[src/rtl/hgb_pkg.sv]
// Shared types and constants of the horizontal Gaussian blur core.
// Used by every module of the core; depends on nothing.
package hgb_pkg;

    localparam int PIXEL_W      = 8;
    localparam int COUNT_W      = 5;   // row pixel count, also holds the radius
    localparam int COUNT_MAX    = 31;
    localparam int RADIUS_W     = 4;
    localparam int RADIUS_RESET = 10;
    localparam int WFIELD_W     = 16;  // one weight inside a weight word
    localparam int WWORD_W      = 64;
    localparam int NUM_WWORDS   = 4;
    localparam int MAX_WEIGHTS  = 16;
    localparam int CFG_INDEX_W  = 3;

    // Configuration register indexes
    localparam logic [CFG_INDEX_W-1:0] CFG_RADIUS  = 3'd0;
    localparam logic [CFG_INDEX_W-1:0] CFG_WEIGHT0 = 3'd1;
    localparam logic [CFG_INDEX_W-1:0] CFG_WEIGHT1 = 3'd2;
    localparam logic [CFG_INDEX_W-1:0] CFG_WEIGHT2 = 3'd3;
    localparam logic [CFG_INDEX_W-1:0] CFG_WEIGHT3 = 3'd4;

    // Command passed from the front end to the back end
    typedef struct packed {
        logic [PIXEL_W-1:0] pixel;
        logic               fill;      // first pixel of a row: fill the window
        logic               row_end;   // last pixel of a row: flush follows for a nonzero radius
        logic [COUNT_W-1:0] count;     // pixels already seen in this row
    } cmd_t;

    // Flags of one output job travelling down the arithmetic pipeline
    typedef struct packed {
        logic valid;
        logic row_last;
        logic last_of_run;
    } job_t;

endpackage

[src/rtl/hgb_back.sv]
// Back end sequencer of the blur core: keeps the pixel window, expands a row
// end into its flush steps and issues one job per output. Depends on hgb_pkg.
module hgb_back
#(
    parameter int MAX_RADIUS = 15
)
(
    input  logic                         clk,
    input  logic                         rst_n,
    input  logic                         adv,
    input  logic [hgb_pkg::COUNT_W-1:0]  radius,
    input  logic                         q_valid,
    input  hgb_pkg::cmd_t                q_cmd,
    output logic                         pop,
    output logic [hgb_pkg::PIXEL_W-1:0]  win [2*MAX_RADIUS+1],
    output hgb_pkg::job_t                job
);

    localparam int WIN = 2 * MAX_RADIUS + 1;

    logic [hgb_pkg::PIXEL_W-1:0] win_reg [WIN];
    hgb_pkg::job_t               job_reg;
    logic                        flush_reg;
    logic [hgb_pkg::COUNT_W-1:0] k_reg;
    logic [hgb_pkg::PIXEL_W-1:0] pix_reg;
    logic [hgb_pkg::COUNT_W-1:0] v_reg;

    logic                        step;
    logic                        fill;
    logic                        endf;
    logic [hgb_pkg::PIXEL_W-1:0] p;
    logic [hgb_pkg::COUNT_W-1:0] k;
    logic [hgb_pkg::COUNT_W-1:0] v;
    logic [hgb_pkg::COUNT_W-1:0] extra;
    logic                        emit;
    logic                        last;

    assign win = win_reg;
    assign job = job_reg;

    always_comb
    begin
        pop  = adv && !flush_reg && q_valid;
        step = adv && (flush_reg || q_valid);
        if (flush_reg)
        begin
            k    = k_reg;
            v    = v_reg;
            p    = pix_reg;
            endf = 1'b1;
            fill = 1'b0;
        end
        else
        begin
            k    = '0;
            v    = q_cmd.count;
            p    = q_cmd.pixel;
            endf = q_cmd.row_end;
            fill = q_cmd.fill;
        end
        extra = endf ? radius : '0;
        // An output is due once the centre has reached a pixel of the row.
        emit  = ({1'b0, v} + {1'b0, k}) >= {1'b0, radius};
        last  = (k == extra);
    end

    always_ff @(posedge clk)
    begin
        if (step)
        begin
            if (fill)
            begin
                for (int i = 0; i < WIN; i++)
                    win_reg[i] <= p;
            end
            else
            begin
                for (int i = 0; i < WIN - 1; i++)
                    win_reg[i] <= win_reg[i+1];
                win_reg[WIN-1] <= p;
            end
        end
        if (pop)
        begin
            pix_reg <= q_cmd.pixel;
            v_reg   <= q_cmd.count;
        end
    end

    always_ff @(posedge clk or negedge rst_n)
    begin
        if (!rst_n)
        begin
            job_reg   <= '0;
            flush_reg <= 1'b0;
            k_reg     <= '0;
        end
        else if (adv)
        begin
            job_reg.valid       <= step && emit;
            job_reg.row_last    <= endf && last;
            job_reg.last_of_run <= last;
            if (flush_reg)
            begin
                flush_reg <= !last;
                k_reg     <= k_reg + 1'b1;
            end
            else if (pop && (extra != '0))
            begin
                flush_reg <= 1'b1;
                k_reg     <= hgb_pkg::COUNT_W'(1);
            end
        end
    end

endmodule

[config.mk]
export PLATFORM = sky130hd
export DESIGN_NAME = hgb_back
export DESIGN_NICKNAME = d
export VERILOG_FILES = /design/src/rtl/hgb_pkg.sv /design/src/rtl/hgb_back.sv
export SDC_FILE = /design/constraint.sdc
export NUM_CORES = 1
export LEC_CHECK = 0
export BUFFER_PORTS_ARGS = -buffer_cell sky130_fd_sc_hd__buf_2
export CAP_MARGIN = 25
export CORE_ASPECT_RATIO = 1.2
export CORE_UTILIZATION = 48
export DETAILED_ROUTE_END_ITERATION = 8
export GPL_ROUTABILITY_DRIVEN = 0
export PLACE_DENSITY = 0.76
export SYNTH_ARGS = -nofsm -noshare
export SYNTH_HDL_FRONTEND = slang
export SYNTH_SLANG_ARGS = --single-unit
[constraint.sdc]
create_clock -name clk -period 7 [get_ports clk]
set_input_delay 2.1 -clock clk [delete_from_list [all_inputs] [get_ports clk]]
set_output_delay 2.1 -clock clk [all_outputs]
set_load 0.05 [all_outputs]
### Word level (Yosys, flattened, before mapping)

Cells that the tools add are included.

| operators by class | value |
|---|---|
| add/sub/neg operators | 2 |
| multiply operators | 0 |
| div/mod/pow operators | 0 |
| $lt $le $gt $ge | 1 |
| eq/ne operators | 1 |
| shift operators | 0 |
| multiplexer cells | 11 |
| bitwise logic cells | 0 |
| reduce and logical (&&, ||, !) cells | 12 |

Operators by type and width:

| kind | count |
|---|---|
| 248-bit 2-to-1 mux | 1 |
| 5-bit 2-to-1 mux | 5 |
| 8-bit 2-to-1 mux | 1 |
| 5-bit by 5-bit adder with 6-bit output | 1 |
| 6-bit by 5-bit greater-or-equal comparator with 1-bit output | 1 |
| 1-bit logical AND | 6 |
| 5-bit by 1-bit adder with 5-bit output, second input constant | 1 |
| 5-bit equality test | 1 |
| 5-bit nonzero test | 1 |
| 1-bit 2-to-1 mux | 4 |
| 1-bit logical NOT | 2 |
| 2-bit AND reduction | 1 |
| 2-bit nonzero test | 1 |
| 1-bit logical OR | 1 |

| storage, ports and cells | value |
|---|---|
| bits in registers | 270 |
| bits in latches | 0 |
| bits in writable memories | 0 |
| ROM bits | 0 |
| bits of input ports | 24 |
| output and inout port bits | 252 |
| logic and storage cells | 65 |
| memories kept | 0 |

### Logic depth before layout (Yosys ltp)

| logic depth | value |
|---|---|
| depth in word-level cells | 6 |
| gate-level depth with buffers | 13 |
| gate-level depth less buffers | 11 |

### Least setup slack after synthesis

Ideal clock, no wire load.

| path | value |
|---|---|
| path kind | input to register |
| from | input port q_valid |
| to | register job_reg (netlist bit job[2]) |
| library setup time | 119 ps |
| arrival time | 8732 ps |
| data required time | 6881 ps |
| path slack | -1851 ps |
| stages on the path | 3 |
| path buffers | 0 |
| path through | o21a_1 -> o311ai_0 -> o221ai_1 |

| between the ends | value |
|---|---|
| cells in the longest elaborated chain, start to end | 3 |

RTL lines:

| element | RTL line | RTL |
|---|---|---|
| start: declaration | hgb_back.sv:12 | `input logic q_valid,` |
| 1-bit logical OR | hgb_back.sv:44 | `step = adv && (flush_reg \|\| q_valid);` |
| 1-bit logical AND | hgb_back.sv:44 |  |
| 1-bit logical AND | hgb_back.sv:100 | `job_reg.valid <= step && emit;` |
| end: declaration | hgb_back.sv:22 | `hgb_pkg::job_t job_reg;` |

No other way between the ends.
A chain may end at the register's enable or synchronous reset.

### Worst setup path after layout

| path | value |
|---|---|
| from | input port adv |
| to | output port pop |

| between the ends | value |
|---|---|
| cells in the longest elaborated chain, start to end | 2 |

RTL lines:

| element | RTL line | RTL |
|---|---|---|
| start: declaration | hgb_back.sv:10 | `input logic adv,` |
| 1-bit logical AND (2 in a row) | hgb_back.sv:43 | `pop = adv && !flush_reg && q_valid;` |
| end: declaration | hgb_back.sv:14 | `output logic pop,` |

No other way between the ends.

==> metrics.log <==
[metrics] part of the Yosys area used for sequential elements: 73.9%
[metrics] total standard cell area after synthesis: 10900 um2
[metrics] timing-limited maximum frequency: 185 MHz
[metrics] min Tclk post-route: 5.40 ns
[metrics] Worst VDD drop: 0.000318 V
[metrics] mean cell area of the mapped netlist: 12.0 um2
[metrics] post-CTS sizing: 0
[metrics] flip-flop count of the largest register, all copies and words added: 248
[metrics] via count: 7632
[metrics] register bit total from synthesis: 270
[metrics] proportion of layout cells with a drive suffix above 1: 28.8%
[metrics] Die Area: 23300 um2
[metrics] number of flops mapped to enable cells by yosys: 261
[metrics] setup repair after global routing missed its margin: no
[metrics] vertical extent of the die: 167 um
[metrics] total number of placement rows: 60
[metrics] CTS tree: yes
[metrics] CTS HTree Levels: 1
[metrics] count of mapped cells out of synthesis: 911
[metrics] final total power: 6630 uW
[metrics] type of destination of the critical path: output port
[metrics] Sequential Power Share: 39.2%
[metrics] clock edge transition at the registers on the reported setup and hold paths: 0.06 ns
[metrics] total power divided by cell area: 495 nW/um2
[metrics] routed wire length: 25.5 mm
[metrics] met2 global-route usage: 36.8%
[metrics] Worst Hold Path Cells: 2
[metrics] design internal power: 3740 uW
[metrics] endpoints failing hold: 0
[metrics] buffer levels on the longest clock path: 3
[metrics] sum of negative setup slack: 0 ns
[metrics] endpoints failing setup: 0
[metrics] vias in the first global route: 7261
[metrics] residual overflow from global routing: 0
[metrics] root buffer cell: sky130_fd_sc_hd__clkbuf_16
[metrics] predominant post-synthesis flop cell: sky130_fd_sc_hd__edfxtp_1
[metrics] met3 global-route usage: 4.66%
[metrics] aggregate global-route resource usage: 21.4%
[metrics] Arr. time, crit path: 3.30 ns
[metrics] routing usage on met1: 27.1%
[metrics] slew at the pin with the worst max-slew slack: 0.951 ns
[metrics] status: completed
[metrics] type of the tightest min-delay check: flip-flop to flip-flop
[metrics] relative contribution of combinational cells to total power: 40.7%
[metrics] number of stages on the worst setup path: 3
[metrics] utilization after layout: 59.9%
[metrics] Most Crowded Layer GR: met2
[metrics] Worst Reg-to-Reg Cells: 12
[metrics] Unique masters post-synth: 40
[metrics] final routed wire length divided by cell count: 17.4 um
[metrics] buffers plus inverters on the worst setup path: 2
[metrics] cells along the critical path: buf_2 -> and3b_1 -> buf_2
[metrics] Clock Power Share: 20.1%
[metrics] CTS buffer count: 26
[metrics] global-route wire length before repair: 39.0 mm
[metrics] DRC marker count from the first detailed-route iteration: 482
[metrics] highest cell delay on the worst timing path: 0.64 ns
[metrics] final antenna-violating net count: 0
[metrics] filler cell count in the final layout: 1851
[metrics] worst slew slack as a fraction of its limit: 36.6%
[metrics] Area Overhead vs Synth: 22.7%
[metrics] number of nets at the end of the flow: 1208
[metrics] data required time of the worst path: 4.90 ns
[metrics] Sw Pwr: 2890 uW
[metrics] drt drc: 0
[metrics] most numerous cell on the critical path: sky130_fd_sc_hd__buf_2
[metrics] placeable core area: 22400 um2
[metrics] Post-Route Skew: 0.00997 ns
[metrics] Slew Viols, Final: 0
[metrics] switching share of total power: 43.6%
[metrics] Boundary Pins: 276
[metrics] Horiz. Die Dim: 140 um
[metrics] worst-case setup margin in the final layout: 1.60 ns
[metrics] DR pass1 iterations: 5
[metrics] buffers inserted during post-CTS setup optimization: 0
[metrics] Post-CTS Hold Fix Bufs: 0
[metrics] initial cell density of the core: 48.8%
[metrics] CP max stage cell: sky130_fd_sc_hd__and3b_1
[metrics] Place WS: 1.59 ns
[metrics] Ys Warns: 0
[metrics] maximum number of pins on one net before global-route repair: 141
[metrics] Max-Cap Viols: 0
[metrics] count of port buffers added during placement: 275
[metrics] DPL Wire Length: 16.9 mm
[metrics] fraction of synthesis flops using an asynchronous set or reset pin: 3.33%
[metrics] total number of clock tree sinks: 270
[metrics] P_leak: 0.00646 uW
[metrics] clock latency at the later pin of the worst-skew pair: 0.52 ns
[metrics] highest fanout seen on the critical path: 15
[metrics] vias per cell: 5.20
[metrics] largest delay contributor family on the critical path: simple AND/OR/NAND/NOR gates
[metrics] antenna fix cells: 0
[metrics] class of the most critical setup path: input port to output port
[metrics] period utilisation layout: 77.2%
[metrics] nets in the synthesized netlist: 948
[metrics] nature of the critical path startpoint: input port
[metrics] antenna violations before repair: 0
==> worst register-to-register path, cell delays in order (launching register included) <==
cell,delay [ns]
sky130_fd_sc_hd__dfrtp_1,0.35
sky130_fd_sc_hd__buf_4,0.33
sky130_fd_sc_hd__mux2_2,0.40
sky130_fd_sc_hd__ha_1,0.22
sky130_fd_sc_hd__fa_1,0.43
sky130_fd_sc_hd__a21o_1,0.18
sky130_fd_sc_hd__a21oi_1,0.16
sky130_fd_sc_hd__xnor2_1,0.09
sky130_fd_sc_hd__ha_1,0.19
sky130_fd_sc_hd__nor3_1,0.12
sky130_fd_sc_hd__o21ai_0,0.11
sky130_fd_sc_hd__o311ai_0,0.12
sky130_fd_sc_hd__o221ai_1,0.18
==> Yosys cell counts (3+ instances only) <==
| master | count | share of area, % |
|---|---|---|
| sky130_fd_sc_hd__a21oi_1 | 3 | 0.14 |
| sky130_fd_sc_hd__and2_1 | 5 | 0.29 |
| sky130_fd_sc_hd__buf_2 | 22 | 1.0 |
| sky130_fd_sc_hd__clkbuf_1 | 33 | 1.1 |
| sky130_fd_sc_hd__dfrtp_1 | 9 | 2.1 |
| sky130_fd_sc_hd__edfxtp_1 | 261 | 72 |
| sky130_fd_sc_hd__ha_1 | 12 | 1.4 |
| sky130_fd_sc_hd__inv_1 | 10 | 0.34 |
| sky130_fd_sc_hd__mux2_2 | 13 | 1.3 |
| sky130_fd_sc_hd__nand2_1 | 491 | 17 |
| sky130_fd_sc_hd__nand2b_1 | 4 | 0.23 |
| sky130_fd_sc_hd__nor2_1 | 4 | 0.14 |
| sky130_fd_sc_hd__nor2b_1 | 6 | 0.34 |
| sky130_fd_sc_hd__o21ai_0 | 3 | 0.14 |
| sky130_fd_sc_hd__xor2_1 | 4 | 0.32 |
==> layer usage <==
metal  up-vias  wire [um]  share of wire [%]
met3        50       1980                7.8
met1      3721      10200                 40
met2       300      12700                 50
met5         -          0                  0
met4         0        658                2.6
li1       3561          -                  -
==> final timing paths <==
| kind | start | endpoint | slack, ns |
|---|---|---|---|
| worst min register to register | win[44] | win[52] | 0.54 |
| min in group asynchronous | rst_n | flush_reg | 1.43 |
| worst min-delay path | win[44] | win[52] | 0.54 |
| worst max-delay path | adv | pop | 1.60 |
| worst max register to register | flush_reg | job[2] | 3.97 |
| max in group asynchronous | rst_n | job[0] | 5.38 |
==> placed cells by master, fill, tap and decap left out, types with 3 or more instances in the layout <==
| master | instances |
|---|---|
| sky130_fd_sc_hd__nand2_1 | 491 |
| sky130_fd_sc_hd__buf_2 | 275 |
| sky130_fd_sc_hd__edfxtp_1 | 261 |
| sky130_fd_sc_hd__clkbuf_16 | 27 |
| sky130_fd_sc_hd__mux2_2 | 13 |
| sky130_fd_sc_hd__ha_1 | 12 |
| sky130_fd_sc_hd__inv_1 | 10 |
| sky130_fd_sc_hd__clkbuf_1 | 9 |
| sky130_fd_sc_hd__dfrtp_1 | 9 |
| sky130_fd_sc_hd__buf_4 | 8 |
| sky130_fd_sc_hd__nor2b_1 | 6 |
| sky130_fd_sc_hd__and2_1 | 5 |
| sky130_fd_sc_hd__xor2_1 | 4 |
| sky130_fd_sc_hd__nor2_1 | 4 |
| sky130_fd_sc_hd__clkinv_2 | 4 |
| sky130_fd_sc_hd__a21oi_1 | 3 |
| sky130_fd_sc_hd__nand2b_1 | 3 |
| sky130_fd_sc_hd__o21ai_0 | 3 |
| sky130_fd_sc_hd__buf_16 | 3 |
==> cells by family after synthesis <==
group / count (synthesis) / synth area share [%]
adder cells (fa/ha/maj): 13 / 1.56
buffers and inverters: 66 / 2.52
XOR/XNOR: 6 / 0.482
AND/OR/NAND/NOR: 519 / 18.5
AO/OA/AOI/OAI: 24 / 1.73
flip-flops: 270 / 73.9
multiplexers: 13 / 1.34
==> power by group through the flow <==
stage	Clock (uW)	Combinational (uW)	Sequential (uW)
floorplan	0	793	3910
global placement	0	2640	2620
detailed placement	0	2710	2630
CTS	1360	2720	2600
global route	1410	2880	2650
finish	1330	2700	2600
==> area by class of cell <==
type / count / area [um2] / share of cell area (%)
flip-flops and latches: 270 / 8060 / 60.2
clock inverters: 9 / 72.6 / 0.542
multi-input cells: 575 / 2590 / 19.3
inverters: 10 / 37.5 / 0.280
repair buffers: 288 / 1560 / 11.6
well taps: 279 / 349 / 2.61
clock buffers: 37 / 723 / 5.40
==> per-stage QoR <==
step	hold WS, ns	cells	area [um2]
2_1_floorplan	0.517	911	10900
3_3_place_gp	0.519	1419	12500
3_5_place_dp	0.525	1422	12600
4_1_cts	0.538	1468	13400
5_1_grt	0.555	1468	13400
6_report	0.536	1468	13400
No activity file was read; power rests on OpenSTA's default activity.
