`config.mk`:
```
export PLATFORM = sky130hd
export DESIGN_NAME = hgb_front
export DESIGN_NICKNAME = d
export VERILOG_FILES = /design/src/rtl/hgb_pkg.sv /design/src/rtl/hgb_front.sv
export SDC_FILE = /design/constraint.sdc
export NUM_CORES = 1
export LEC_CHECK = 0
export BUFFER_PORTS_ARGS = -buffer_cell sky130_fd_sc_hd__buf_2
export CORE_AREA = 2 2 39 41
export CTS_CLUSTER_DIAMETER = 40
export DETAILED_ROUTE_END_ITERATION = 8
export DIE_AREA = 0 0 41 43
export PLACE_DENSITY = 0.67
export SETUP_SLACK_MARGIN = 0.15
export SLEW_MARGIN = 20
export SYNTH_ARGS = -nofsm -noshare
export SYNTH_HDL_FRONTEND = slang
export SYNTH_SLANG_ARGS = --single-unit
```
`constraint.sdc`:
```
create_clock -name clk -period 5.31 [get_ports clk]
set_clock_uncertainty 0.1 [all_clocks]
set_input_delay 0.531 -clock clk [delete_from_list [all_inputs] [get_ports clk]]
set_output_delay 0.531 -clock clk [all_outputs]
set_load 0.01 [all_outputs]
```
`src/rtl/hgb_pkg.sv`:
```
// Shared types and constants of the horizontal Gaussian blur core.
// Used by every module of the core; depends on nothing.
package hgb_pkg;

    localparam int PIXEL_W      = 8;
    localparam int COUNT_W      = 5;   // row pixel count, also holds the radius
    localparam int COUNT_MAX    = 31;
    localparam int RADIUS_W     = 4;
    localparam int RADIUS_RESET = 10;
    localparam int WFIELD_W     = 16;  // one weight inside a weight word
    localparam int WWORD_W      = 64;
    localparam int NUM_WWORDS   = 4;
    localparam int MAX_WEIGHTS  = 16;
    localparam int CFG_INDEX_W  = 3;

    // Configuration register indexes
    localparam logic [CFG_INDEX_W-1:0] CFG_RADIUS  = 3'd0;
    localparam logic [CFG_INDEX_W-1:0] CFG_WEIGHT0 = 3'd1;
    localparam logic [CFG_INDEX_W-1:0] CFG_WEIGHT1 = 3'd2;
    localparam logic [CFG_INDEX_W-1:0] CFG_WEIGHT2 = 3'd3;
    localparam logic [CFG_INDEX_W-1:0] CFG_WEIGHT3 = 3'd4;

    // Command passed from the front end to the back end
    typedef struct packed {
        logic [PIXEL_W-1:0] pixel;
        logic               fill;      // first pixel of a row: fill the window
        logic               row_end;   // last pixel of a row: flush follows for a nonzero radius
        logic [COUNT_W-1:0] count;     // pixels already seen in this row
    } cmd_t;

    // Flags of one output job travelling down the arithmetic pipeline
    typedef struct packed {
        logic valid;
        logic row_last;
        logic last_of_run;
    } job_t;

endpackage

```
`src/rtl/hgb_front.sv`:
```
// Front end of the blur core: accepts pixel beats and classifies them.
// Depends on hgb_pkg.
module hgb_front
(
    input  logic                          clk,
    input  logic                          rst_n,
    input  logic                          in_valid,
    output logic                          in_ready,
    input  logic [hgb_pkg::PIXEL_W-1:0]   pixel,
    input  logic                          row_end,
    input  logic                          fifo_full,
    output logic                          push,
    output hgb_pkg::cmd_t                 cmd
);

    logic [hgb_pkg::COUNT_W-1:0] count_reg;
    logic [hgb_pkg::COUNT_W-1:0] count_next;

    assign in_ready = !fifo_full;
    assign push     = in_valid && !fifo_full;

    always_comb
    begin
        cmd.pixel   = pixel;
        cmd.fill    = (count_reg == '0);
        cmd.row_end = row_end;
        cmd.count   = count_reg;
        count_next  = count_reg;
        if (push)
        begin
            if (row_end)
                count_next = '0;
            else if (count_reg != hgb_pkg::COUNT_W'(hgb_pkg::COUNT_MAX))
                count_next = count_reg + 1'b1;
        end
    end

    always_ff @(posedge clk or negedge rst_n)
    begin
        if (!rst_n)
            count_reg <= '0;
        else
            count_reg <= count_next;
    end

endmodule

```
# ---- Yosys cells after proc, flatten, opt, wreduce, memory -nomap -nowiden
# Cells that the tools add are included.
dict set report word_totals {
  input_bits 13
  regBits 5
  out_inout_bits 17
}
dict set report classes {
  n_mux 2
  n_reduce_logical 5
  n_addsub 1
  eq_ne 1
}
# operator n
set op_table {}
lappend op_table {{5-bit two-way mux} 2}
lappend op_table {{5-bit by 1-bit adder with 5-bit output, second input constant} 1}
lappend op_table {{5-bit zero test} 1}
lappend op_table {{5-bit inequality test, second input constant} 1}
lappend op_table {{2-bit AND reduction} 1}
lappend op_table {{2-bit nonzero test} 1}
lappend op_table {{1-bit logical AND} 1}
lappend op_table {{1-bit zero test} 1}

# ---- Logic depth before layout (Yosys ltp)
# Gate-level depths: netlist (run 1).
dict set report logic_depth {
  depth_word 3
  mapped_depth 6
  mapped_depth_nobuf 6
}

# ---- Worst setup path before layout (run 1)
# Ideal clock, no wire load.
dict set report synth_path {
  kind {reg2reg}
  start {register count_reg[0] (netlist bit)}
  end {register count_reg[3] (netlist bit)}
  setup_slack_ps 3565
  t_arrival_ps 1519
  setup_time_ps 126
  stages_incl_launch_ff 6
  synth_period_minus_slack_ps 1745
  path_cell_list {dfrtp_1 -> ha_1 -> and3_2 -> ha_1 -> nand4b_1 -> a221o_1}
}
dict set report synth_between {
  elab_chain_cells 3
}
# item line
set synth_lines {}
lappend synth_lines {{start, declared} hgb_front.sv:16} ;# logic [hgb_pkg::COUNT_W-1:0] count_reg;
lappend synth_lines {{start signal, assigned} hgb_front.sv:43} ;# count_reg <= count_next;
lappend synth_lines {{5-bit by 1-bit adder with 5-bit output or 5-bit inequality test (tied branches)} {hgb_front.sv:34, hgb_front.sv:33}}
lappend synth_lines {{5-bit two-way mux or 2-bit nonzero test (tied branches)} -}
lappend synth_lines {{5-bit two-way mux or 2-bit AND reduction (tied branches)} -}
# Several ways; a longest one is shown, not always the timed one. The select of a mux whose other input is x is not followed.
# A chain may end at the register's enable or synchronous reset.

==> results.tsv, run 1 <==
metric	value	unit
Synth Instances	41	
Slew Limit Fails	0	
met3 WL post-DR	69	microns
syn avg cell area	9.64	sq um
Seq/Total Area, Yosys	0.316	
diodes inserted	0	
Post-DRT Antenna Nets	0	
Die Wd	41	microns
worst path arrival time	1.28	ns
GP Congestion	0.705	
critical path fanouts, max	5	
share of cells above drive strength 1	0.420	
Setup violations, final	0	
depth of the worst register-to-register path	5	
Vias per Instance	4.79	
clk_lat worst skew	0.25	ns
synthesis warning total	0	
CP required	4.68	ns
Starting Density	0.286	
WL final	833	microns
slew of the pin with the lowest slew margin	0.251	ns
Core Footprint	1380	sq um
Yosys cell types	23	
CTS clk-pin slew, worst paths	0.05	ns
FMAX	0.522	GHz
top cells by area, synth	dfrtp_1 (32%), buf_4 (17%), ha_1 (9.5%), inv_1 (3.8%), nand2b_4 (3.5%)	
IO Pins	30	
Non-Filler Instances	66	
fin crit share	0.361	
Tot Pwr	0.137	mW
row count	14	
maxcap violations	0	
min cycle time layout	1.92	ns
mapped cell area	395	sq um
vias in the first global route	271	
metal2 WL	384	microns
die area	1760	sq um
Worst Hold Path Cells	1	
TritonCTS clock tree	done	
vias post-DR	316	
CP endpoint kind	primary output	
Worst setup SP type	register	
max FFs per register	5	
first drt pass iteration count	4	
first-pass GRT wire length	1300	microns
Final nets	67	
1st-iter DRT viols	3	
clock root cell	clkbuf_4	
HP Class	reg2reg	
CTS Buf Count	3	
die height	43	microns
Synth top area share	0.316	
IO buf count	13	
Hold Violations, Final	0	
met1 wire length	378	microns
H-tree levels	1	
commonest non-fill, non-tap cells in the layout	buf_2 (13), dfrtp_1 (5), inv_1 (4), ha_1 (3), clkbuf_4 (3)	
post-route setup TNS	0	ns
GR Overflow Total	0	
Max-slew headroom	0.831	
Yosys top cell by area	dfrtp_1	
outcome	completed	
RSZ-0062 raised after global routing	false	
DR top layer	met3	
Lkg Pwr	0.225	nW
Residual DRC	0	
total track usage	0.118	
Yosys reg bits	5	
CTS sink count	5	
pin count of the biggest net entering global routing	9	
area delta synth->final	13.6	%
placed cells	61	
commonest non-fill, non-tap cell in the layout	buf_2	
Worst VDD drop	0.0000861	V
buffer depth of the longest clock path	2	
Routed WL per cell	12.6	microns
Worst Setup Path Type	reg2out	
initial antenna violation count	0	
P per Cell Area	305	nW/um^2
syn_nets	57	
-- synth_stat cells --
cell      n
a221o_1   1
a22o_1    1
a22oi_1   1
a31oi_1   1
and2_1    1
and3_2    1
buf_4     9
clkinv_2  1
dfrtp_1   5
ha_1      3
inv_1     4
mux2_2    1
nand2_1   1
nand2b_1  1
nand2b_4  1
nand4b_1  1
nor2b_1   2
nor3_1    1
nor4_1    1
nor4b_1   1
o21ai_0   1
o21ai_2   1
o41ai_1   1
-- final cells by class --
type / instances / area, sq um
Multi-Input combinational cell: 22 / 183
Clock buffer: 4 / 26.3
Fill cell: 152 / 935
Tap cell: 16 / 20.0
Timing Repair Buffer: 14 / 75.1
Sequential cell: 5 / 125
Inverter: 5 / 20.0
-- kinds of logic (layout without fill, tap and decap cells) --
family	Yosys count	in the layout	synth area share
buf+inv	14	23	0.221
simple gates	11	11	0.199
compound gates	7	7	0.139
flops	5	5	0.316
fa+ha+maj	3	3	0.0949
mux	1	1	0.0285
-- metal layers --
layer / GRT usage / vias up
met5: 0 / -
li1: - / 152
met3: 0.0681 / 0
met4: 0.100 / 0
met1: 0.142 / 151
met2: 0.141 / 13
-- what timing repair did --
item	4_1_cts	5_1_grt
endpoints found under the hold margin	5	0
buffers inserted	0	0
gates resized for setup	0	0
hold buffers	1	0
-- stage by stage --
step,hold WS [ns],worst slack (ns),utilization,instance area [sq um]
2_1_floorplan,0.135,3.57,-,395
3_3_place_gp,0.257,3.55,0.298,413
3_5_place_dp,0.257,3.54,0.298,413
4_1_cts,0.485,3.38,0.325,449
5_1_grt,0.506,3.21,0.325,449
6_report,0.481,3.39,0.325,449
-- critical path, stage by stage, from the launching register on --
cell,delay (ns)
dfrtp_1,0.42
inv_1,0.08
ha_1,0.14
nor4b_1,0.21
buf_2,0.18
-- path summary, 6_finish.rpt --
| path | to | slack (ns) | start |
|---|---|---|---|
| hold / removal | count_reg[2]$_DFFE_PN0P_ | 0.48 | count_reg[2]$_DFFE_PN0P_ |
| setup reg to reg | count_reg[3]$_DFFE_PN0P_ | 3.51 | count_reg[0]$_DFFE_PN0P_ |
| max in group asynchronous | count_reg[4]$_DFFE_PN0P_ | 4.44 | rst_n |
| min in group asynchronous | count_reg[3]$_DFFE_PN0P_ | 0.53 | rst_n |
| setup / recovery | cmd[6] | 3.39 | count_reg[0]$_DFFE_PN0P_ |
| hold reg to reg | count_reg[2]$_DFFE_PN0P_ | 0.48 | count_reg[2]$_DFFE_PN0P_ |
-- power breakdown --
part           internal [mW]  switching [mW]  total [mW]
combinational         0.0188          0.0171      0.0359
clock                 0.0286          0.0177      0.0462
sequential            0.0448          0.0100      0.0549
total                 0.0922          0.0448       0.137
Power figures use the tool's default switching activity.
==> inputs of run 2 (changes only) <==
ABC_AREA = 1   (was default)
PLACE_DENSITY = 0.69   (was 0.67)
clock period = 1.8 ns   (was 5.31 ns; I/O delays follow)
==> run 2 against run 1 <==
First-iteration DRC count shrank 100%. Power grew to 2.8 times the previous value. Wire length shrank 8.3%. Sequential share of layout area shrank 2.7 points. Final cell count grew 18%. Global-route usage shrank 1.4 points. Via count grew 7.3%. Cell area grew 11%. Critical endpoint unchanged. Largest power group unchanged. Highest routed layer unchanged.
==> results.tsv, run 2 <==
metric	value	unit	change
Setup WS post-layout	0.273	ns	-3.12 ns
Slew Limit Fails	0		unchanged
H-tree levels	1		unchanged
pin count of the biggest net entering global routing	8		-1
number of enable flip-flop cells after synthesis	0		unchanged
Vias per Instance	4.35		-9.2%
Worst Setup EP	cmd[6]		
Multi-input gate area	198	sq um	+8.2%
Post-DRT Antenna Nets	0		unchanged
TritonCTS clock tree	done		
first-pass GRT wire length	1210	microns	-6.9%
die area	1760	sq um	unchanged
slew of the pin with the lowest slew margin	0.207	ns	-0.0437 ns
reg-to-reg endpoint	count_reg[4]$_DFFE_PN0P_		
Synth top area share	0.297		-0.0197
GR Overflow Total	0		unchanged
detailed-placement wirelength estimate	645	microns	
Worst VDD drop	0.000408	V	+370%
critical path fanouts, max	4		-1
Die Wd	41	microns	unchanged
fin crit share	0.849		
clock root cell	clkbuf_4		
Yosys reg bits	5		unchanged
Synth Instances	51		+24%
row count	14		unchanged
post-place setup slack	0.195	ns	-3.35 ns
syn avg cell area	8.27	sq um	-14%
diodes inserted	0		unchanged
Reg area	125	sq um	unchanged
syn_nets	67		+18%
first drt pass iteration count	1		-3
depth of the worst register-to-register path	10		+5
Final nets	79		+18%
total track usage	0.104		-0.0136
CP required	1.52	ns	-3.16 ns
vias in the first global route	317		+17%
outcome	completed		
IO buf count	13		unchanged
IO Pins	30		unchanged
Tot Pwr	0.377	mW	+180%
Setup violations, final	0		unchanged
RSZ-0062 raised after global routing	false		
commonest non-fill, non-tap cell in the layout	buf_2		
min cycle time layout	1.53	ns	
CTS sink count	5		unchanged
1st-iter DRT viols	0		-3
worst path arrival time	1.25	ns	-0.03 ns
buffer depth of the longest clock path	2		unchanged
Async S/R FF share, synth	1.00		unchanged
Max-slew headroom	0.862		+0.0313
most frequent cells after synthesis	buf_4 (9), inv_1 (7), nand2_1 (6), dfrtp_1 (5), nand3_1 (5)		
initial antenna violation count	0		unchanged
HP Class	in2async		
CTS Buf Count	3		unchanged
Residual DRC	0		unchanged
Reg2Reg Setup Slack	0.28	ns	-3.23 ns
synthesis warning total	0		unchanged
P per Cell Area	757	nW/um^2	+150%
Routed WL per cell	9.79	microns	-22%
CP endpoint kind	primary output		
ys flop type	dfrtp_1		
Worst Setup Path Type	reg2out		
Lkg Pwr	0.271	nW	+20%
max FFs per register	5		unchanged
clk_lat worst skew	0.23	ns	-0.02 ns
top cells by area, synth	dfrtp_1 (30%), buf_4 (16%), ha_1 (8.9%), inv_1 (6.2%), nand3_1 (5.9%)		
vias post-DR	339		+7.3%
maxcap violations	0		unchanged
WL final	764	microns	-8.3%
FMAX	0.655	GHz	
die height	43	microns	unchanged
# fillers	148		-2.6%
Starting Density	0.305		+0.0190
area delta synth->final	18.1	%	
commonest non-fill, non-tap cells in the layout	buf_2 (13), inv_1 (6), nand2_1 (6), nand3_1 (5), dfrtp_1 (5)		
post-route setup TNS	0	ns	unchanged
Yosys top cell by area	dfrtp_1		
Worst setup SP type	register		
mapped cell area	422	sq um	+6.6%
Core Footprint	1380	sq um	unchanged
Reg-to-Reg Start	count_reg[0]$_DFFE_PN0P_		
Yosys cell types	18		-22%
Seq/Total Area, Yosys	0.297		-0.0197
most frequent cell after synthesis	buf_4		
GP Congestion	0.777		+10%
share of cells above drive strength 1	0.500		+0.0800
Critical Path Source	count_reg[1]$_DFFE_PN0P_		
Hold Violations, Final	0		unchanged
CTS clk-pin slew, worst paths	0.04	ns	about the same
-- run 2: cell types whose count changed in the layout (fill, tap and decap cells not counted), sizes merged, moves of 2 or more --
cell and change:
nand2 +8, nand3 +6, inv +5, nor2 +3, buf +2, nand2b -2, nand4 +2, nor2b -2
-- run 2: cell families after synthesis --
kind of cell	count (synthesis)	synth area share
and+or+nand+nor	21	0.317
buffers and inverters	19	0.252
DFF	5	0.297
AOI/OAI and AO/OA	3	0.0445
adders and majority gates	3	0.0890
-- run 2: worst min-delay path by stage --
stage	from	end	slack [ns]	cells after the start
6_report	rst_n	count_reg[4]$_DFFE_PN0P_	0.19	2
5_1_grt	rst_n	count_reg[1]$_DFFE_PN0P_	0.19	2
4_1_cts	rst_n	count_reg[4]$_DFFE_PN0P_	0.19	2
3_5_place_dp	rst_n	count_reg[4]$_DFFE_PN0P_	-0.10	1
3_3_place_gp	rst_n	count_reg[4]$_DFFE_PN0P_	-0.10	1
2_1_floorplan	rst_n	count_reg[0]$_DFFE_PN0P_	-0.22	0
-- run 2: worst max-delay path, cell delays in order, from the launching register on --
cell	delay (ns)
dfrtp_1	0.37
buf_4	0.15
inv_1	0.07
ha_1	0.15
nand3_1	0.08
nor2_1	0.08
buf_2	0.13
-- run 2: layout make-up --
| cell class | instances | area share |
|---|---|---|
| Multi-Input combinational cell | 27 | 0.397 |
| Tap cell | 16 | 0.0402 |
| Clock buffer | 4 | 0.0528 |
| Sequential cell | 5 | 0.251 |
| Timing Repair Buffer | 16 | 0.181 |
| Inverter | 10 | 0.0779 |
-- run 2: repair_timing --
action	CTS	global route
endpoints found under the hold margin	5	0
endpoints found under the setup margin	0	5
hold buffers	1	0
setup buffers	0	1
gates resized for setup	0	3
-- run 2: stage by stage --
stage / instances / utilization / instance area [sq um] / hold slack (ns)
6_report: 78 / 0.360 / 498 / 0.188
5_1_grt: 78 / 0.360 / 498 / 0.192
4_1_cts: 77 / 0.349 / 483 / 0.186
3_5_place_dp: 72 / 0.323 / 447 / -0.103
3_3_place_gp: 72 / 0.323 / 447 / -0.103
2_1_floorplan: 51 / - / 422 / -0.216
-- run 2: report_power, final --
| group | total (mW) | switching, mW | leakage, nW | internal (mW) |
|---|---|---|---|---|
| combinational | 0.119 | 0.0660 | 0.188 | 0.0528 |
| clock | 0.124 | 0.0405 | 0.0150 | 0.0835 |
| sequential | 0.134 | 0.0104 | 0.0674 | 0.124 |
-- run 2: per-layer routing --
| metal | up-vias | track usage | wire, microns |
|---|---|---|---|
| met3 | 0 | 0.0471 | 53 |
| met1 | 152 | 0.122 | 291 |
| met2 | 12 | 0.147 | 419 |
| met5 | - | 0 | 0 |
| met4 | 0 | 0.0667 | 0 |
| li1 | 175 | - | - |
