**src/rtl/hgb_pkg.sv**
```systemverilog
// Shared types and constants of the horizontal Gaussian blur core.
// Used by every module of the core; depends on nothing.
package hgb_pkg;

    localparam int PIXEL_W      = 8;
    localparam int COUNT_W      = 5;   // row pixel count, also holds the radius
    localparam int COUNT_MAX    = 31;
    localparam int RADIUS_W     = 4;
    localparam int RADIUS_RESET = 10;
    localparam int WFIELD_W     = 16;  // one weight inside a weight word
    localparam int WWORD_W      = 64;
    localparam int NUM_WWORDS   = 4;
    localparam int MAX_WEIGHTS  = 16;
    localparam int CFG_INDEX_W  = 3;

    // Configuration register indexes
    localparam logic [CFG_INDEX_W-1:0] CFG_RADIUS  = 3'd0;
    localparam logic [CFG_INDEX_W-1:0] CFG_WEIGHT0 = 3'd1;
    localparam logic [CFG_INDEX_W-1:0] CFG_WEIGHT1 = 3'd2;
    localparam logic [CFG_INDEX_W-1:0] CFG_WEIGHT2 = 3'd3;
    localparam logic [CFG_INDEX_W-1:0] CFG_WEIGHT3 = 3'd4;

    // Command passed from the front end to the back end
    typedef struct packed {
        logic [PIXEL_W-1:0] pixel;
        logic               fill;      // first pixel of a row: fill the window
        logic               row_end;   // last pixel of a row: flush follows for a nonzero radius
        logic [COUNT_W-1:0] count;     // pixels already seen in this row
    } cmd_t;

    // Flags of one output job travelling down the arithmetic pipeline
    typedef struct packed {
        logic valid;
        logic row_last;
        logic last_of_run;
    } job_t;

endpackage

```
**src/rtl/hgb_cmd_fifo.sv**
```systemverilog
// Short command queue between the front and back ends of the blur core.
// Depends on hgb_pkg.
module hgb_cmd_fifo
#(
    parameter int DEPTH = 4
)
(
    input  logic          clk,
    input  logic          rst_n,
    input  logic          push,
    input  hgb_pkg::cmd_t wr_cmd,
    output logic          full,
    input  logic          pop,
    output logic          rd_valid,
    output hgb_pkg::cmd_t rd_cmd
);

    localparam int PW = (DEPTH > 1) ? $clog2(DEPTH) : 1;
    localparam int CW = $clog2(DEPTH + 1);

    hgb_pkg::cmd_t  mem_reg [DEPTH];
    logic [PW-1:0]  wr_ptr_reg;
    logic [PW-1:0]  rd_ptr_reg;
    logic [CW-1:0]  count_reg;

    assign full     = (count_reg == CW'(DEPTH));
    assign rd_valid = (count_reg != '0);
    assign rd_cmd   = mem_reg[rd_ptr_reg];

    always_ff @(posedge clk)
    begin
        if (push)
            mem_reg[wr_ptr_reg] <= wr_cmd;
    end

    always_ff @(posedge clk or negedge rst_n)
    begin
        if (!rst_n)
        begin
            wr_ptr_reg <= '0;
            rd_ptr_reg <= '0;
            count_reg  <= '0;
        end
        else
        begin
            if (push)
                wr_ptr_reg <= (wr_ptr_reg == PW'(DEPTH - 1)) ? '0 : wr_ptr_reg + 1'b1;
            if (pop)
                rd_ptr_reg <= (rd_ptr_reg == PW'(DEPTH - 1)) ? '0 : rd_ptr_reg + 1'b1;
            if (push && !pop)
                count_reg <= count_reg + 1'b1;
            else if (pop && !push)
                count_reg <= count_reg - 1'b1;
        end
    end

endmodule

```
**config.mk**
```make
export PLATFORM = sky130hd
export DESIGN_NAME = hgb_cmd_fifo
export DESIGN_NICKNAME = d
export VERILOG_FILES = /design/src/rtl/hgb_pkg.sv /design/src/rtl/hgb_cmd_fifo.sv
export SDC_FILE = /design/constraint.sdc
export NUM_CORES = 1
export LEC_CHECK = 0
export CAP_MARGIN = 20
export CORE_UTILIZATION = 30
export DETAILED_ROUTE_END_ITERATION = 12
export DONT_BUFFER_PORTS = 1
export GPL_TIMING_DRIVEN = 0
export REMOVE_ABC_BUFFERS = 1
export SETUP_SLACK_MARGIN = 0.4
export SYNTH_ARGS = -nofsm -noshare
export SYNTH_HDL_FRONTEND = slang
export SYNTH_SLANG_ARGS = --single-unit
```
**constraint.sdc**
```tcl
create_clock -name clk -period 2.8 [get_ports clk]
set_clock_uncertainty 0.15 [all_clocks]
set_input_delay 0.42 -clock clk [delete_from_list [all_inputs] [get_ports clk]]
set_output_delay 0.42 -clock clk [all_outputs]
set_load 0.01 [all_outputs]
```
# [Word level (Yosys, flattened, before mapping)]
# Memory sizes are Yosys's and may differ from the RTL's.
# Index checks and enable logic that the tools add are counted.
[classes] addsub=4 eq_ne=3 mux=6 n_reduce_logical=6
[ops] op="3-bit two-way mux" count=2
[ops] op="2-bit by 1-bit adder with 2-bit output, second input constant" count=2
[ops] op="2-bit equality test, second input constant" count=2
[ops] op="2-bit two-way mux" count=2
[ops] op="3-bit by 1-bit adder with 3-bit output, second input constant" count=1
[ops] op="3-bit equality test, second input constant" count=1
[ops] op="3-bit nonzero test" count=1
[ops] op="3-bit by 1-bit subtractor with 3-bit output, second input constant" count=1
[ops] op="1-bit logical AND" count=2
[ops] op="1-bit zero test" count=2
[ops] op="1-bit two-way mux" count=2
[ops] op="2-bit nonzero test" count=1
[totals] regBits=7 ramBits=60 inputBits=19 n_memories=1
[mem_list] memory="mem_reg" depth=4 width=15 rd=1 rd_ports_with_merged_regs=0 wr=1 line="hgb_cmd_fifo.sv:21" text="hgb_pkg::cmd_t mem_reg [DEPTH];"

# [Logic depth before layout (Yosys ltp)]
# Gate-level depths: netlist of run 1.
[logic_depth] depth_word=4 mapped_depth=7 depth_no_buf=7

# [Least setup slack after synthesis of run 1]
# Ideal clock, no wire load.
[synth_path] kind="register -> output" from="register rd_ptr_reg[0]" to="output port rd_cmd[0] (netlist bit)" arrival_time_ns=1.148 required_time_ns=2.230 path_slack_ns=1.082 path_stages_with_launch=4 n_path_buf=2 cell_sequence="dfrtp_1 buf_6 buf_12 mux4_2"
[synth_lines] item="from (decl)" line="hgb_cmd_fifo.sv:23" text="logic [PW-1:0] rd_ptr_reg;"
[synth_lines] item="from (signal assigned)" line="hgb_cmd_fifo.sv:49" text="rd_ptr_reg <= (rd_ptr_reg == PW'(DEPTH - 1)) ? '0 : rd_ptr_reg + 1'b1;"
[synth_lines] item="to (decl)" line="hgb_cmd_fifo.sv:15" text="output hgb_pkg::cmd_t rd_cmd"

==> results of run 1 <==
[per-layer routing]
metal	track usage	up-vias	share of wire	wire (um)
li1	-	483	-	-
met1	0.109	568	0.38	1620
met2	0.175	45	0.50	2110
met3	0.0383	13	0.085	360
met4	0.0709	0	0.034	145
met5	0	-	0	0
[cell type report]
class / instances / share of cell area
well taps: 105 / 0.0442
inverters: 5 / 0.00631
flip-flops and latches: 67 / 0.666
clock inverters: 7 / 0.0417
clock buffers: 9 / 0.0417
repair buffers: 1 / 0.00337
multi-input cells: 40 / 0.197
[metrics by stage]
stage | utilization | total power [uW] | instances | worst slack [ps] | instance area (um2)
floorplan | - | 1940 | 112 | 755 | 2580
global placement | 0.325 | 2070 | 217 | 483 | 2710
detailed placement | 0.325 | 2130 | 217 | 457 | 2710
CTS | 0.356 | 3100 | 234 | 412 | 2970
global route | 0.356 | 3220 | 234 | 495 | 2970
finish | 0.356 | 3060 | 234 | 564 | 2970
[placed cells by master, fill, tap and decap left out]
cell / synthesis / routed
and2_1: 4 / 4
bufinv_16: 0 / 3
clkbuf_8: 0 / 9
clkinv_4: 0 / 1
clkinvlp_4: 0 / 1
dfrtp_1: 7 / 6
dfrtp_4: 0 / 1
dlygate4sd3_1: 0 / 1
edfxtp_1: 60 / 60
fa_1: 1 / 1
ha_1: 6 / 6
inv_1: 5 / 5
inv_6: 0 / 2
mux2_2: 3 / 3
mux4_1: 7 / 7
mux4_2: 8 / 8
nand2_1: 1 / 1
nand3_1: 1 / 1
nor2_1: 2 / 2
nor3b_1: 1 / 1
o21ai_0: 2 / 2
or3_1: 1 / 1
xnor2_1: 1 / 1
xor2_1: 2 / 2
[worst paths after layout]
| check | slack, ps | cells past startpoint | startpoint | endpoint |
|---|---|---|---|---|
| min reg2reg | 350 | 1 | count_reg[2]$_DFFE_PN0P_ | count_reg[2]$_DFFE_PN0P_ |
| min | 30 | 0 | wr_cmd[5] | mem_reg[0][5]$_DFFE_PP_ |
| max in group asynchronous | 1950 | 1 | rst_n | rd_ptr_reg[0]$_DFFE_PN0P_ |
| max reg2reg | 870 | 3 | wr_ptr_reg[0]$_DFFE_PN0P_ | mem_reg[0][11]$_DFFE_PP_ |
| max | 560 | 1 | rd_ptr_reg[1]$_DFFE_PN0P_ | rd_cmd[10] |
| min in group asynchronous | 270 | 1 | rst_n | count_reg[0]$_DFFE_PN0P_ |
[timing repair]
item                                    in CTS  in global routing
endpoints found under the setup margin      15                  7
gates resized for setup                      1                  1
hold buffers                                 1                  0
setup buffers                                0                  0
hold endpoints to repair                     7                  0
[report_power, final]
| group | internal, uW | switching [uW] |
|---|---|---|
| Combinational | 301 | 297 |
| Sequential | 1310 | 183 |
| Clock | 599 | 370 |
| Total | 2200 | 851 |
[cell families after synthesis]
group	Yosys count	synth area share
xor+xnor	3	0.0100
compound gates	2	0.00382
mux	18	0.152
fa+ha+maj	7	0.0363
simple gates	10	0.0210
buf+inv	9	0.0229
flops	67	0.754
==> impl_results.md, run 1 <==
- Cells after synthesis: 116
- Slowest CP cell: dfrtp_1
- Final min period: 2240 ps
- Critical path type: reg2out
- Root buffer cell: clkbuf_8
- Critical Path Fanout Max: 17
- Crit-path max cell delay: 850 ps
- Largest net degree at the start of global routing: 19
- Residual DRC count: 0
- Initial antenna violation count: 0
- Via Count: 1109
- CTS tree: yes
- Slew at the pin closest to its max-slew limit: 878 ps
- Share of cells above drive strength 1: 0.217
- Wirelength per Cell: 18.1 um
- Multi-input gate area: 584 um2
- Peak VDD IR: 0.000324 V
- Synth cell count leaders: edfxtp_1 (60), mux4_2 (8), dfrtp_1 (7), mux4_1 (7), ha_1 (6)
- Max Slew Vio Count: 0
- Cell area after synthesis: 0.00262 mm2
- # diodes: 0
- Asr flop ratio synth: 0.104
- P_leak: 0.00100 uW
- First-pass DRT Iterations: 4
- Top_reg_cell synth: edfxtp_1
- WL final: 4240 um
- CP arrival: 1670 ps
- Sequential element share of the synthesized area: 0.754
- Clock-pin slew on the worst setup and hold paths: 80 ps
- Fillers: 759
- Clk_lat worst skew: 330 ps
- Required @ worst endpoint: 2230 ps
- Synth area leader: edfxtp_1
- Worst hold slack: 25.1 ps
- Yosys cell types: 20
- Fin nets: 150
- Most common cell in the netlist: edfxtp_1
- CTS sink cnt: 67
- Startpoint Class: flop
- Core area: 0.00834 mm2
- Gr usage total: 0.104
- Die Y: 95.5 um
- Synth area leaders: edfxtp_1 (69%), mux4_1 (7.0%), mux4_2 (6.9%)
- Final Cycle Share: 0.799
- Max FFs per register: 60
- Area share of the largest cell type after synthesis: 0.687
- PwrDens: 1030 mW/mm2
- Vias/cell: 4.74
- Syn avg cell area: 22.6 um2
- Max-slew headroom: 0.415
- Status: complete, no violations
- Die ar.: 0.00912 mm2
- Hold crit path type: in2reg
- Fmax: 447 MHz
- Setup TNS: 0 ps
- Num CTS Buffers: 9
- CP delay by family, top: flip-flops
- FF+latch count, synth: 67
- CTS H-tree depth: 3
- RSZ-0062 raised after global routing: false
- Die outline width: 95.5 um
- 1st-iter DRT viols: 42
- Port Buffers: 0
- Vias in the first global route: 1216
- CP endpoint kind: output pin
- Sequential Area: 0.00198 mm2
- Yosys Warn Count: 0
- Total congestion overflow: 0
- Max-cap check violation count: 0
- Final setup violation count: 0
- Hold Fails Final Rpt: 0
- First-pass GRT wire length: 6510 um
- ANT nets after route: 0
- Cells along the critical path: mux4_1
- Number of synthesized flops with an enable pin: 60
- GPL Wtd Cong: 0.664
- Site row count: 33
- Buf/Inv on CP: 0
- Initial Utilization: 0.314
- Area grow syn2layout: 13.4%
- I/O pin count: 36
- Clock buffer depth: 2
- HPWL Detailed: 2710 um
No activity file was read; power rests on OpenSTA's default activity.
==> inputs of run 2 (changes only) <==
Clock period 2.8 ns to 1.9 ns, I/O delays scaled along.
==> impl_results.md, run 2 (synthesis results as in run 1) <==
- Status: finished with violations
- Failing checks: setup timing
- Hold crit path type: in2reg
- Comb power frac: 0.279 (+0.083)
- Final setup violation count: 12 (+12)
- Num CTS Buffers: 9 (unchanged)
- Share of cells above drive strength 1: 0.374 (+0.157)
- Final Cycle Share: 1.01
- CTS sink cnt: 67 (unchanged)
- Cell area after layout: 0.00329 mm2 (+11%)
- Wirelength per Cell: 17.8 um (-1.8%)
- Multi-input gate area: 626 um2 (+7.1%)
- Critical Path Fanout Max: 7 (-10)
- Fin nets: 176 (+17%)
- Initial Utilization: 0.314 (unchanged)
- Port Buffers: 0 (unchanged)
- Required @ worst endpoint: 1460 ps (-770 ps)
- Max-slew headroom: 0.693 (+0.278)
- Reg-to-reg endpoint: rd_ptr_reg[1]$_DFFE_PN0P_
- Critical path type: reg2out
- I/O pin count: 36 (unchanged)
- Die ar.: 0.00912 mm2 (unchanged)
- Net Sw Power: 1380 uW (+63%)
- Most common cell after layout, fill and taps aside: edfxtp_1
- Commonest non-fill, non-tap cells in the layout: edfxtp_1 (60), dlygate4sd3_1 (18), mux4_2 (15), clkbuf_8 (9), and2_4 (6)
- Via Count: 1187 (+7.0%)
- Fmax: 520 MHz
- Die outline width: 95.5 um (unchanged)
- Vias/cell: 4.57 (-3.7%)
- PwrDens: 1510 mW/mm2 (+46%)
- Max FFs per register: 60 (unchanged)
- Clk_lat worst skew: 330 ps (about the same)
- Net Sw Frac: 0.279 (+0.000964)
- Clock-pin slew on the worst setup and hold paths: 70 ps (about the same)
- Max Slew Vio Count: 0 (unchanged)
- Reg2Reg Setup Slack: 400 ps (-470 ps)
- Site row count: 33 (unchanged)
- Clock buffer depth: 2 (unchanged)
- Max-cap check violation count: 0 (unchanged)
- Die Y: 95.5 um (unchanged)
- Fillers: 754 (-0.66%)
- Core area: 0.00834 mm2 (unchanged)
- Hold path cells: 2 (+2)
- Setup TNS: -162 ps (-162 ps)
- Clk pwr share: 0.288 (-0.029)
- Total congestion overflow: 0 (unchanged)
- CTS H-tree depth: 3 (unchanged)
- ANT nets after route: 0 (unchanged)
- CP arrival: 1490 ps (-180 ps)
- Initial antenna violation count: 0 (unchanged)
- CP endpoint kind: output pin
- First-pass GRT wire length: 7020 um (+8.0%)
- Root buffer cell: clkbuf_8
- Slack of the critical path: -21.9 ps (-586 ps)
- Startpoint Class: flop
- Area after DPL: 0.00271 mm2 (unchanged)
- Sequential power share: 0.432 (-0.055)
- Min-Delay Endpoint: count_reg[0]$_DFFE_PN0P_
- RSZ-0062 raised after global routing: true
- Final min period: 1920 ps
- Area grow syn2layout: 25.5%
- Sequential Area: 0.00198 mm2 (+0.19%)
- GPL Wtd Cong: 0.664 (unchanged)
- Hold path startpoint: push
- Peak VDD IR: 0.000575 V (+77%)
- Vias in the first global route: 1320 (+8.6%)
- Residual DRC count: 0 (unchanged)
- Largest net degree at the start of global routing: 18 (-1)
- # diodes: 0 (unchanged)
- 1st-iter DRT viols: 20 (-52%)
- Slew at the pin closest to its max-slew limit: 460 ps (-417 ps)
- P_leak: 0.00111 uW (+11%)
- Internal Dissipation: 3570 uW (+62%)
- Gr usage total: 0.112 (+0.00786)
- Hold Fails Final Rpt: 0 (unchanged)
- Worst Reg2Reg Path Length in Cells: 4 (+1)
- CTS tree: yes
- WL final: 4630 um (+9.1%)
- HPWL Detailed: 2710 um (unchanged)
- First-pass DRT Iterations: 4 (unchanged)
- Reg2reg start: rd_ptr_reg[0]$_DFFE_PN0P_
==> run 2: metrics by stage <==
stage | utilization | std cells | setup slack, ps | hold slack [ps] | total power, uW
finish | 0.394 | 260 | -21.9 | 101 | 4950
global placement | 0.325 | 217 | -282 | -160 | 3050
CTS | 0.391 | 258 | -55.2 | 73.2 | 4980
floorplan | - | 112 | -9.65 | -161 | 2860
detailed placement | 0.325 | 217 | -308 | -160 | 3130
global route | 0.394 | 260 | -78.7 | 125 | 5240
==> run 2: area by class of cell <==
| type | count | area share |
|---|---|---|
| sequential | 67 | 0.603 |
| multi-input combinational | 42 | 0.190 |
| timing repair buffer | 25 | 0.0856 |
| tap | 105 | 0.0399 |
| clock buffer | 9 | 0.0377 |
| clock inverter | 7 | 0.0377 |
| inverter | 5 | 0.00571 |
==> run 2: routing by layer <==
| metal | global-route usage | wire (um) | share of wire | up-vias |
|---|---|---|---|---|
| met4 | 0.0684 | 125 | 0.027 | 0 |
| met3 | 0.0327 | 259 | 0.056 | 11 |
| li1 | - | - | - | 532 |
| met1 | 0.125 | 1900 | 0.41 | 610 |
| met2 | 0.189 | 2340 | 0.51 | 34 |
| met5 | 0 | 0 | 0 | - |
==> run 2: power by group through the flow <==
stage                     registers, uW  logic (uW)  clock network [uW]
final                              2140        1380                1430
after global routing               2180        1550                1520
after detailed placement           2230         905                   0
after floorplan                    2120         738                   0
after global placement             2200         854                   0
after CTS                          2150        1370                1460
==> run 2: worst max-delay path, stage by stage, from the launching register on <==
cell and delay [ps]:
dfrtp_4 470, buf_12 150, mux4_2 550
==> run 2: repair_timing <==
item	in CTS	in global routing
gates resized for setup	31	5
gates cloned	1	1
setup endpoints to repair	80	65
hold buffers	18	0
pin swaps	6	6
hold endpoints to repair	71	0
buffers inserted	6	1
==> run 2: worst max path at each step <==
stage                                   start    endpoint  depth (start not counted)
global placement    rd_ptr_reg[0]$_DFFE_PN0P_   rd_cmd[8]                          1
finish              rd_ptr_reg[0]$_DFFE_PN0P_   rd_cmd[0]                          2
detailed placement  rd_ptr_reg[0]$_DFFE_PN0P_   rd_cmd[8]                          1
global route        rd_ptr_reg[0]$_DFFE_PN0P_   rd_cmd[8]                          2
floorplan           rd_ptr_reg[0]$_DFFE_PN0P_  rd_cmd[10]                          1
CTS                 rd_ptr_reg[0]$_DFFE_PN0P_   rd_cmd[8]                          2
==> inputs of run 3 (changes only) <==
Settings changed: ABC_AREA set to 0, RECOVER_POWER set to 100.
==> impl_results.md, run 3 (synthesis results as in run 1) <==
- Status: finished with violations
- Failing checks: setup timing
- Commonest non-fill, non-tap cells in the layout: edfxtp_1 (60), dlygate4sd3_1 (18), mux4_2 (15), clkbuf_8 (9)
- Hold Fails Final Rpt: 0 (unchanged)
- Die outline width: 95.5 um (unchanged)
- Clock-pin slew on the worst setup and hold paths: 70 ps (about the same)
- Required @ worst endpoint: 1460 ps (about the same)
- Initial Utilization: 0.314 (unchanged)
- Reg2Reg Setup Slack: 120 ps (-280 ps)
- Most common cell after layout, fill and taps aside: edfxtp_1
- CTS sink cnt: 67 (unchanged)
- Clk pwr share: 0.294 (+0.006)
- Die Y: 95.5 um (unchanged)
- Critical Path Fanout Max: 6 (-1)
- Final Cycle Share: 1.01 (about the same)
- Total congestion overflow: 0 (unchanged)
- Hold crit path type: in2reg
- Min-Delay Endpoint: count_reg[0]$_DFFE_PN0P_
- Max-cap check violation count: 0 (unchanged)
- Dpl cells: 217 (unchanged)
- Net Sw Frac: 0.280 (+0.000866)
- Hold path cells: 2 (unchanged)
- Critical path type: reg2out
- First-pass DRT Iterations: 4 (unchanged)
- Setup TNS: -146 ps (+15.9 ps)
- Clock buffer depth: 2 (unchanged)
- Fillers: 762 (+1.1%)
- Final setup violation count: 12 (unchanged)
- Worst hold slack: 101 ps (+0.408 ps)
- Cell area after layout: 0.00325 mm2 (-1.3%)
- WL final: 4650 um (+0.58%)
- Num CTS Buffers: 9 (unchanged)
- ANT nets after route: 0 (unchanged)
- Fmax: 521 MHz (about the same)
- Root buffer cell: clkbuf_8
- Net Sw Power: 1360 uW (-1.5%)
- CTS tree: yes
- # diodes: 0 (unchanged)
- Fin nets: 176 (unchanged)
- Vias in the first global route: 1320 (unchanged)
- Vias/cell: 4.59 (+0.59%)
- Wirelength per Cell: 17.9 um (+0.58%)
- Final min period: 1920 ps (-1.30 ps)
- Clk_lat worst skew: 330 ps (about the same)
- Die ar.: 0.00912 mm2 (unchanged)
- P_leak: 0.00110 uW (-1.4%)
- RSZ-0062 raised after global routing: true
- Final non-filler cell total: 260 (unchanged)
- Initial antenna violation count: 0 (unchanged)
- Share of cells above drive strength 1: 0.297 (-0.0774)
- Total power: 4860 uW (-1.8%)
- Comb power frac: 0.267 (-0.012)
- Site row count: 33 (unchanged)
- Worst Reg2Reg Path Length in Cells: 3 (-1)
- Peak VDD IR: 0.000542 V (-5.7%)
- Hold path startpoint: push
- Reg2reg start: wr_ptr_reg[0]$_DFFE_PN0P_
- PwrDens: 1500 mW/mm2 (-0.51%)
- Area grow syn2layout: 23.8%
- Largest net degree at the start of global routing: 18 (unchanged)
- Port Buffers: 0 (unchanged)
- Max-slew headroom: 0.595 (-0.0977)
- Core area: 0.00834 mm2 (unchanged)
- Gr usage total: 0.112 (unchanged)
- CP arrival: 1490 ps (about the same)
- Area after DPL: 0.00271 mm2 (unchanged)
- Slack of the critical path: -20.6 ps (+1.30 ps)
- HPWL Detailed: 2710 um (unchanged)
- CTS H-tree depth: 3 (unchanged)
- GPL Wtd Cong: 0.664 (unchanged)
- First-pass GRT wire length: 7020 um (unchanged)
- Max Slew Vio Count: 0 (unchanged)
- Startpoint Class: flop
- Reg-to-reg endpoint: mem_reg[0][12]$_DFFE_PP_
- CP endpoint kind: output pin
- 1st-iter DRT viols: 41 (+110%)
- Max FFs per register: 60 (unchanged)
- Residual DRC count: 0 (unchanged)
- Sequential power share: 0.439 (+0.007)
- Via Count: 1194 (+0.59%)
- Internal Dissipation: 3500 uW (-2.0%)
- Slew at the pin closest to its max-slew limit: 606 ps (+146 ps)
- I/O pin count: 36 (unchanged)
run 3: what timing repair did:
| action | 4_1_cts | 5_1_grt |
|---|---|---|
| gates cloned | 1 | 1 |
| buffers inserted | 6 | 1 |
| endpoints found under the hold margin | 71 | 0 |
| hold buffers | 18 | 0 |
| pin swaps | 6 | 6 |
| setup endpoints to repair | 80 | 65 |
| gates resized for setup | 31 | 5 |
run 3: per-stage QoR:
| step | util | setup WS [ps] |
|---|---|---|
| final | 0.389 | -20.6 |
| after CTS | 0.391 | -55.2 |
| after detailed placement | 0.325 | -308 |
| after floorplan | - | -9.65 |
| after global placement | 0.325 | -282 |
| after global routing | 0.389 | -78.7 |
run 3: worst max-delay path by stage:
stage | start | cells past startpoint | slack (ps) | end
final | rd_ptr_reg[0]$_DFFE_PN0P_ | 2 | -20 | rd_cmd[8]
after global routing | rd_ptr_reg[0]$_DFFE_PN0P_ | 2 | -80 | rd_cmd[8]
after CTS | rd_ptr_reg[0]$_DFFE_PN0P_ | 2 | -60 | rd_cmd[8]
after detailed placement | rd_ptr_reg[0]$_DFFE_PN0P_ | 1 | -310 | rd_cmd[8]
after global placement | rd_ptr_reg[0]$_DFFE_PN0P_ | 1 | -280 | rd_cmd[8]
after floorplan | rd_ptr_reg[0]$_DFFE_PN0P_ | 1 | -10 | rd_cmd[10]
run 3: critical path: stages, from the launching register on:
cell	delay (ps)
dfrtp_4	470
buf_12	140
mux4_2	550
run 3: area by class of cell:
| type | count | area [um2] | area share |
|---|---|---|---|
| Clock buffer | 9 | 124 | 0.0382 |
| Clock inverter | 7 | 124 | 0.0382 |
| Inverter | 5 | 18.8 | 0.00578 |
| Multi-Input combinational cell | 42 | 592 | 0.182 |
| Sequential cell | 67 | 1980 | 0.611 |
| Tap cell | 105 | 131 | 0.0405 |
| Timing Repair Buffer | 25 | 274 | 0.0844 |
run 3: power groups by stage:
stage | Clock (uW) | Sequential [uW] | Combinational, uW
floorplan | 0 | 2120 | 738
global placement | 0 | 2200 | 854
detailed placement | 0 | 2230 | 905
CTS | 1460 | 2150 | 1370
global route | 1520 | 2170 | 1450
finish | 1430 | 2130 | 1300
run 3: per-layer routing:
metal / track usage / vias to the layer above / wire length [um]
met1: 0.125 / 615 / 1900
li1: - / 530 / -
met4: 0.0684 / 0 / 125
met3: 0.0327 / 11 / 272
met5: 0 / - / 0
met2: 0.189 / 38 / 2350
